`src/sv/flj_pkg.sv`:
```
`timescale 1ns / 1ps
// ----------------------------------------------------------------------------
// flj_pkg
// Shared types and constants of the frame latency and jitter monitor.
// ----------------------------------------------------------------------------
package flj_pkg;

    localparam int TIME_BITS_DEF = 48;
    localparam int IN_FIXED_BITS = 96;
    localparam int OUT_DATA_W    = 408;
    localparam int CFG_DATA_W    = 48;
    localparam int CFG_IDX_W     = 2;

    localparam logic [CFG_IDX_W-1:0] CFG_START_TIME = 2'd0;
    localparam logic [CFG_IDX_W-1:0] CFG_FPS_WINDOW = 2'd1;
    localparam logic [CFG_IDX_W-1:0] CFG_DEF_INTVL  = 2'd2;

    localparam logic [23:0] FPS_WINDOW_RST = 24'd500000;
    localparam logic [23:0] DEF_INTVL_RST  = 24'd33333;

    localparam logic [31:0] FPS_SCALE  = 32'd256000000;
    localparam logic [31:0] FAST_SCALE = 32'd1000000;
    localparam logic [31:0] BR_SCALE   = 32'd8000;

    typedef enum logic [4:0] {
        OP_NONE,
        OP_CAPTURE,
        OP_DROP,
        OP_UPD1,
        OP_UPD2,
        OP_UPD3,
        OP_LAT_DIV,
        OP_JIT_DIV,
        OP_FPS_MUL1,
        OP_FPS_DIV,
        OP_FPS_MUL2,
        OP_FPS_CMP,
        OP_EXP_DIV,
        OP_FPS_END,
        OP_BR_MUL1,
        OP_BR_MUL2,
        OP_BR_DIV,
        OP_DR_DIV,
        OP_OUT
    } t_op;

    typedef struct packed {
        t_op op;
    } t_cmd;

    typedef struct packed {
        logic is_drop;
        logic drop_nz;
        logic lat_ok;
        logic jit_ok;
        logic fps_due;
        logic fps_fast;
        logic br_due;
        logic total_nz;
        logic div_done;
        logic out_free;
    } t_status;

endpackage

```
`src/sv/flj_ctrl.sv`:
```
`timescale 1ns / 1ps
// ----------------------------------------------------------------------------
// flj_ctrl
// Sequencer: steps each request through drop or update, multiply and divide
// operations of the datapath, then hands the result to the output register.
// ----------------------------------------------------------------------------
module flj_ctrl (
    input  logic             i_clk,
    input  logic             i_rst_n,
    input  logic             i_s_tvalid,
    output logic             o_s_tready,
    input  flj_pkg::t_status i_status,
    output flj_pkg::t_cmd    o_cmd
);

    typedef enum logic [21:0] {
        S_IDLE     = 22'h000001,
        S_DECODE   = 22'h000002,
        S_DROP     = 22'h000004,
        S_UPD1     = 22'h000008,
        S_UPD2     = 22'h000010,
        S_UPD3     = 22'h000020,
        S_LAT_DIV  = 22'h000040,
        S_JIT_DIV  = 22'h000080,
        S_FPS_CHK  = 22'h000100,
        S_FPS_MUL1 = 22'h000200,
        S_FPS_DIV  = 22'h000400,
        S_FPS_MUL2 = 22'h000800,
        S_FPS_CMP  = 22'h001000,
        S_EXP_DIV  = 22'h002000,
        S_FPS_END  = 22'h004000,
        S_BR_CHK   = 22'h008000,
        S_BR_MUL1  = 22'h010000,
        S_BR_MUL2  = 22'h020000,
        S_BR_DIV   = 22'h040000,
        S_DR_CHK   = 22'h080000,
        S_DIV_WAIT = 22'h100000,
        S_OUT      = 22'h200000
    } t_state;

    t_state r_state, n_state;
    t_state r_ret, n_ret;

    always_comb begin
        n_state  = r_state;
        n_ret    = r_ret;
        o_cmd.op = flj_pkg::OP_NONE;
        unique case (r_state)
            S_IDLE: begin
                if (i_s_tvalid) begin
                    o_cmd.op = flj_pkg::OP_CAPTURE;
                    n_state  = S_DECODE;
                end
            end
            S_DECODE: n_state = i_status.is_drop ? S_DROP : S_UPD1;
            S_DROP: begin
                o_cmd.op = flj_pkg::OP_DROP;
                n_state  = i_status.drop_nz ? S_DR_CHK : S_OUT;
            end
            S_UPD1: begin
                o_cmd.op = flj_pkg::OP_UPD1;
                n_state  = S_UPD2;
            end
            S_UPD2: begin
                o_cmd.op = flj_pkg::OP_UPD2;
                n_state  = S_UPD3;
            end
            S_UPD3: begin
                o_cmd.op = flj_pkg::OP_UPD3;
                priority if (i_status.lat_ok) n_state = S_LAT_DIV;
                else if (i_status.jit_ok)     n_state = S_JIT_DIV;
                else                          n_state = S_FPS_CHK;
            end
            S_LAT_DIV: begin
                o_cmd.op = flj_pkg::OP_LAT_DIV;
                n_ret    = i_status.jit_ok ? S_JIT_DIV : S_FPS_CHK;
                n_state  = S_DIV_WAIT;
            end
            S_JIT_DIV: begin
                o_cmd.op = flj_pkg::OP_JIT_DIV;
                n_ret    = S_FPS_CHK;
                n_state  = S_DIV_WAIT;
            end
            S_FPS_CHK: n_state = i_status.fps_due ? S_FPS_MUL1 : S_BR_CHK;
            S_FPS_MUL1: begin
                o_cmd.op = flj_pkg::OP_FPS_MUL1;
                n_state  = S_FPS_DIV;
            end
            S_FPS_DIV: begin
                o_cmd.op = flj_pkg::OP_FPS_DIV;
                n_ret    = S_FPS_MUL2;
                n_state  = S_DIV_WAIT;
            end
            S_FPS_MUL2: begin
                o_cmd.op = flj_pkg::OP_FPS_MUL2;
                n_state  = S_FPS_CMP;
            end
            S_FPS_CMP: begin
                o_cmd.op = flj_pkg::OP_FPS_CMP;
                n_state  = i_status.fps_fast ? S_EXP_DIV : S_FPS_END;
            end
            S_EXP_DIV: begin
                o_cmd.op = flj_pkg::OP_EXP_DIV;
                n_ret    = S_FPS_END;
                n_state  = S_DIV_WAIT;
            end
            S_FPS_END: begin
                o_cmd.op = flj_pkg::OP_FPS_END;
                n_state  = S_BR_CHK;
            end
            S_BR_CHK: n_state = i_status.br_due ? S_BR_MUL1 : S_DR_CHK;
            S_BR_MUL1: begin
                o_cmd.op = flj_pkg::OP_BR_MUL1;
                n_state  = S_BR_MUL2;
            end
            S_BR_MUL2: begin
                o_cmd.op = flj_pkg::OP_BR_MUL2;
                n_state  = S_BR_DIV;
            end
            S_BR_DIV: begin
                o_cmd.op = flj_pkg::OP_BR_DIV;
                n_ret    = S_DR_CHK;
                n_state  = S_DIV_WAIT;
            end
            S_DR_CHK: begin
                if (i_status.total_nz) begin
                    o_cmd.op = flj_pkg::OP_DR_DIV;
                    n_ret    = S_OUT;
                    n_state  = S_DIV_WAIT;
                end else begin
                    n_state = S_OUT;
                end
            end
            S_DIV_WAIT: begin
                if (i_status.div_done) begin
                    n_state = r_ret;
                end
            end
            S_OUT: begin
                if (i_status.out_free) begin
                    o_cmd.op = flj_pkg::OP_OUT;
                    n_state  = S_IDLE;
                end
            end
            default: n_state = S_IDLE;
        endcase
    end

    always_ff @(posedge i_clk) begin
        if (!i_rst_n) begin
            r_state <= S_IDLE;
            r_ret   <= S_IDLE;
        end else begin
            r_state <= n_state;
            r_ret   <= n_ret;
        end
    end

    assign o_s_tready = (r_state == S_IDLE);

    a_accept: assert property (@(posedge i_clk) disable iff (!i_rst_n)
        (i_s_tvalid && o_s_tready) |=> (r_state == S_DECODE))
        else $error("accepted request not decoded");
    a_div_ret: assert property (@(posedge i_clk) disable iff (!i_rst_n)
        (r_state == S_DIV_WAIT && i_status.div_done) |=> (r_state == $past(r_ret)))
        else $error("divider wait returned to wrong step");
    a_out_hold: assert property (@(posedge i_clk) disable iff (!i_rst_n)
        (r_state == S_OUT && !i_status.out_free) |=> (r_state == S_OUT))
        else $error("result dropped while output busy");

endmodule

```
`config.mk`:
```
export PLATFORM = sky130hd
export DESIGN_NAME = flj_ctrl
export DESIGN_NICKNAME = d
export VERILOG_FILES = /design/src/sv/flj_pkg.sv /design/src/sv/flj_ctrl.sv
export SDC_FILE = /design/constraint.sdc
export NUM_CORES = 1
export LEC_CHECK = 0
export ABC_AREA = 1
export ABC_CLOCK_PERIOD_IN_PS = 2000
export BUFFER_PORTS_ARGS = -buffer_cell sky130_fd_sc_hd__buf_2
export CAP_MARGIN = 20
export CORE_UTILIZATION = 59
export DETAILED_ROUTE_END_ITERATION = 10
export PLACE_DENSITY = 0.79
export SYNTH_ARGS = -nofsm -noshare
export SYNTH_HDL_FRONTEND = slang
export SYNTH_SLANG_ARGS = --single-unit
export TNS_END_PERCENT = 50
```
`constraint.sdc`:
```
create_clock -name i_clk -period 2 [get_ports i_clk]
set_clock_uncertainty 0.2 [all_clocks]
set_input_delay 0.3 -clock i_clk [delete_from_list [all_inputs] [get_ports i_clk]]
set_output_delay 0.3 -clock i_clk [all_outputs]
set_load 0.005 [all_outputs]
```
==> results of run 1 <==
==> cell families after synthesis <==
kind of cell,share of synthesized area (%)
simple gates,56.2
buf+inv,9.23
flops,28.9
compound gates,5.67
==> through the flow <==
stage | hold WS (ns) | util [%]
after CTS | 0.0273 | 94.7
after detailed placement | 0.235 | 81.5
after global placement | 0.235 | 81.5
after floorplan | 0.179 | -
==> layer usage <==
layer  overflow  global-route usage (%)
met1          0                    64.4
met2          0                    83.2
met3          0                    51.5
met4          1                    58.1
met5          0                    22.9
==> what timing repair did <==
action                                 in CTS
cloned                                      1
resized for setup                          78
setup endpoints to repair                  26
pin swaps                                  26
setup buffers                              13
hold buffers                                1
endpoints found under the hold margin       1
==> metrics, run 1 <==
First Err=[ERROR GRT-0116] Global routing finished with congestion. Check the congestion regions in the DRC Viewer.; clock sinks=29; largest net degree at the start of global routing=13; Max clock buf depth=2; synthesized area per cell=6.60 µm²; Mapped Area=2010 µm²; GRT overflow=1; Initial Util=64.2%; Cell variety after synth=32; Post-Syn Instances=304; vias in the first global route=3277; Stop stage=5_1_grt; Synth top area share=28.9%; Yosys warnings=0; TritonCTS Buffers=5; Post-DP HPWL=4.61 mm; first-pass GRT wire length=16.7 mm; top cells by area, synth=dfxtp_1 (29%), nand2_1 (12%), nor2_1 (9.7%); syn nets=317; outcome=aborted with a tool error; Rows=20; io pins=19; placed cell count=418; Post-synth EDFFs=0; Die Ht=60.3 µm; GRT Util Overall=65.0%; fraction of registers with async set/reset=0%; Setup WS pre-CTS=-0.0890 ns; most frequent cell after synthesis=nand2_1; CTS Root Cell=clkbuf_4; placer congestion estimate=1.01; #FFs+latches synth=29; Die X=60.3 µm; placed inst area=2550 µm²; Post-synth top cells=nand2_1 (63), nor2_1 (52), inv_1 (34), nand3_1 (30), dfxtp_1 (29); Synth area leader=dfxtp_1; register area share after synthesis=28.9%; I/O Buffers=18; Main synth FF type=dfxtp_1; H-tree depth=2
==> inputs of run 2 (changes only) <==
Settings changed: CORE_UTILIZATION 59 to 40, PLACE_DENSITY 0.79 to default, PLACE_DENSITY_LB_ADDON from default to 0.15.
==> run 2 against run 1 <==
Effect of this change:
- the flow now finishes, with violations (setup timing)
- area after synthesis stayed put
- synthesized cell count unchanged
==> metrics, run 2 <==
Max clock buf depth=2; Synth top area share=28.9%; io pins=19; clock sinks=29; failing checks=setup timing; Post-synth EDFFs=0; critical path buffer and inverter count=2; synthesized area per cell=6.60 µm²; Initial Util=41.9%; Cell variety after synth=32; worst-path fanout max=5; PwrDens=874 nW/µm²; #FFs+latches synth=29; critical path's slowest cell=or3b_4; Achievable Freq=0.434 GHz; top flop regs=r_state x22, r_ret x7; M1 GR Usage=35.7%; GR peak layer=met2; internal power=1.71 mW; first-pass GRT wire length=10.5 mm; most frequent cells in the layout=buf_4 (79), nand2_1 (52), nor2_1 (41), inv_1 (31), nand3_1 (26); syn nets=317; antenna cell count=0; required time worst endpoint=1.50 ns; Biggest register=r_state; unrepaired setup endpoints after global routing=true; drt pass-1 iters=6; Net Sw Frac=39.8%; crit path launch type=register; Max IR drop VDD=0.786 mV; Yosys warnings=0; DRT iter0 DRCs=145; outcome=finished, violations left; fin cells=482; top cells by area, synth=dfxtp_1 (29%), nand2_1 (12%), nor2_1 (9.7%); Hold WS=0.0750 ns; Die Ht=72.8 µm; WL/cell=14.2 µm; Layout area overhead=62.0%; Critical Path End Type=primary output; Top delay family on crit path=simple AND/OR/NAND/NOR gates; final worst slack=-0.305 ns; fraction of registers with async set/reset=0%; Final Cell Area=3250 µm²; sw power=1.13 mW; LEAKAGE=1.61 nW; drt total wl=6.83 mm; CTS clk-pin slew, worst paths=0.07 ns; layout cell share with drive strength beyond 1=51.8%; crit path DAT=1.80 ns; DRC viols=0; Slew Limit Fails=0; clock network fraction of total power=22.4%; Pwr Total=2.84 mW; total of max-cap violations=0; H-tree depth=2; final hold violation count=0; Die Area=5300 µm²; Synth area leader=dfxtp_1; I/O Buffers=18; Die X=72.8 µm; most frequent cell after synthesis=nand2_1; Sequential Power Share=22.6%; placed cell count=452; met3 Resource Use GR=3.45%; CTS tree=done; Core Box Area=4790 µm²; Tcrit/Tclk final=115%; register area share after synthesis=28.9%; GRT Util Overall=26.5%; Rel. slew slack=72.6%; worst-skew pair later-pin latency=0.29 ns; max reg flops=22; Setup CP Type=reg2out; most common cell after layout, fill and taps aside=buf_4; Post-DP HPWL=4.73 mm; Main synth FF type=dfxtp_1; Mapped Area=2010 µm²; GRT overflow=0; Post-synth top cells=nand2_1 (63), nor2_1 (52), inv_1 (34), nand3_1 (30), dfxtp_1 (29); crit-path cells=nor2_4 -> nand2_2 -> nor2_4 -> buf_6 -> nand3_1 -> nand3_2 -> or3b_4 -> buf_6; final setup fails=26; combinational share of power=54.9%; Final ANT Viol Nets=0; crit-path max cell delay=0.41 ns; Worst Tran Pin Value=0.408 ns; Post-Syn Instances=304; CTS Root Cell=clkbuf_8; routing usage on met2=43.3%; initial antenna violation count=0; routed via count=2439; min cycle time layout=2.30 ns; Rows=25; placer congestion estimate=0.903; vias in the first global route=2263; TritonCTS Buffers=5; Final nets=427; largest net degree at the start of global routing=11; worst min path class=in2reg; vias per inst=5.06; placed inst area=2650 µm²
run 2: repair_timing:
item / 4_1_cts / 5_1_grt
gates resized for setup: 61 / 34
gates cloned: 2 / 0
hold buffers: 1 / 0
endpoints found under the setup margin: 27 / 28
buffers inserted: 12 / 7
endpoints found under the hold margin: 1 / 0
pin swaps: 17 / 18
run 2: worst paths after layout:
check / startpoint / end / slack, ns / depth (start not counted)
setup / recovery: r_state[9] / o_cmd[1] / -0.30 / 8
hold / removal: i_status[5] / r_state[9] / 0.08 / 2
setup reg to reg: r_state[17] / r_state[0] / -0.14 / 12
hold reg to reg: r_ret[0] / r_ret[0] / 0.25 / 2
run 2: power by group through the flow:
stage               clock [mW]  sequential [mW]  combinational [mW]
floorplan                    0            0.641               0.675
global placement             0            0.640                1.13
detailed placement           0            0.640                1.14
CTS                      0.642            0.640                1.39
global route             0.671            0.647                1.66
finish                   0.637            0.643                1.56
run 2: cells by family (layout without fill, tap and decap cells):
kind of cell,after synthesis,in the layout,share of synthesized area [%]
and+or+nand+nor,212,214,56.2
AOI/OAI and AO/OA,20,20,5.67
buffers and inverters,43,152,9.23
DFF,29,29,28.9
run 2: metrics by stage:
stage          worst slack [ns]  utilization, %  TNS, ns
4_1_cts                  -0.237            64.6    -1.80
3_3_place_gp             -0.106            55.3    -1.25
2_1_floorplan            0.0607               -        0
3_5_place_dp             -0.118            55.3    -1.48
6_report                 -0.305            67.9    -2.55
5_1_grt                  -0.343            67.9    -4.94
run 2: layout make-up:
class / instances / area [µm²]
flip-flops and latches: 29 / 611
clock inverters: 1 / 30.0
clock buffers: 7 / 86.3
fillers: 406 / 1530
well taps: 67 / 83.8
inverters: 38 / 150
multi-input cells: 234 / 1500
repair buffers: 106 / 796
run 2: metal layers:
| metal | share of wire (%) | routed length, µm |
|---|---|---|
| met1 | 44 | 2990 |
| met2 | 48 | 3270 |
| met3 | 6.3 | 429 |
| met4 | 2.0 | 139 |
| met5 | 0 | 0 |
Note: power is estimated with default switching activity, not from simulation.
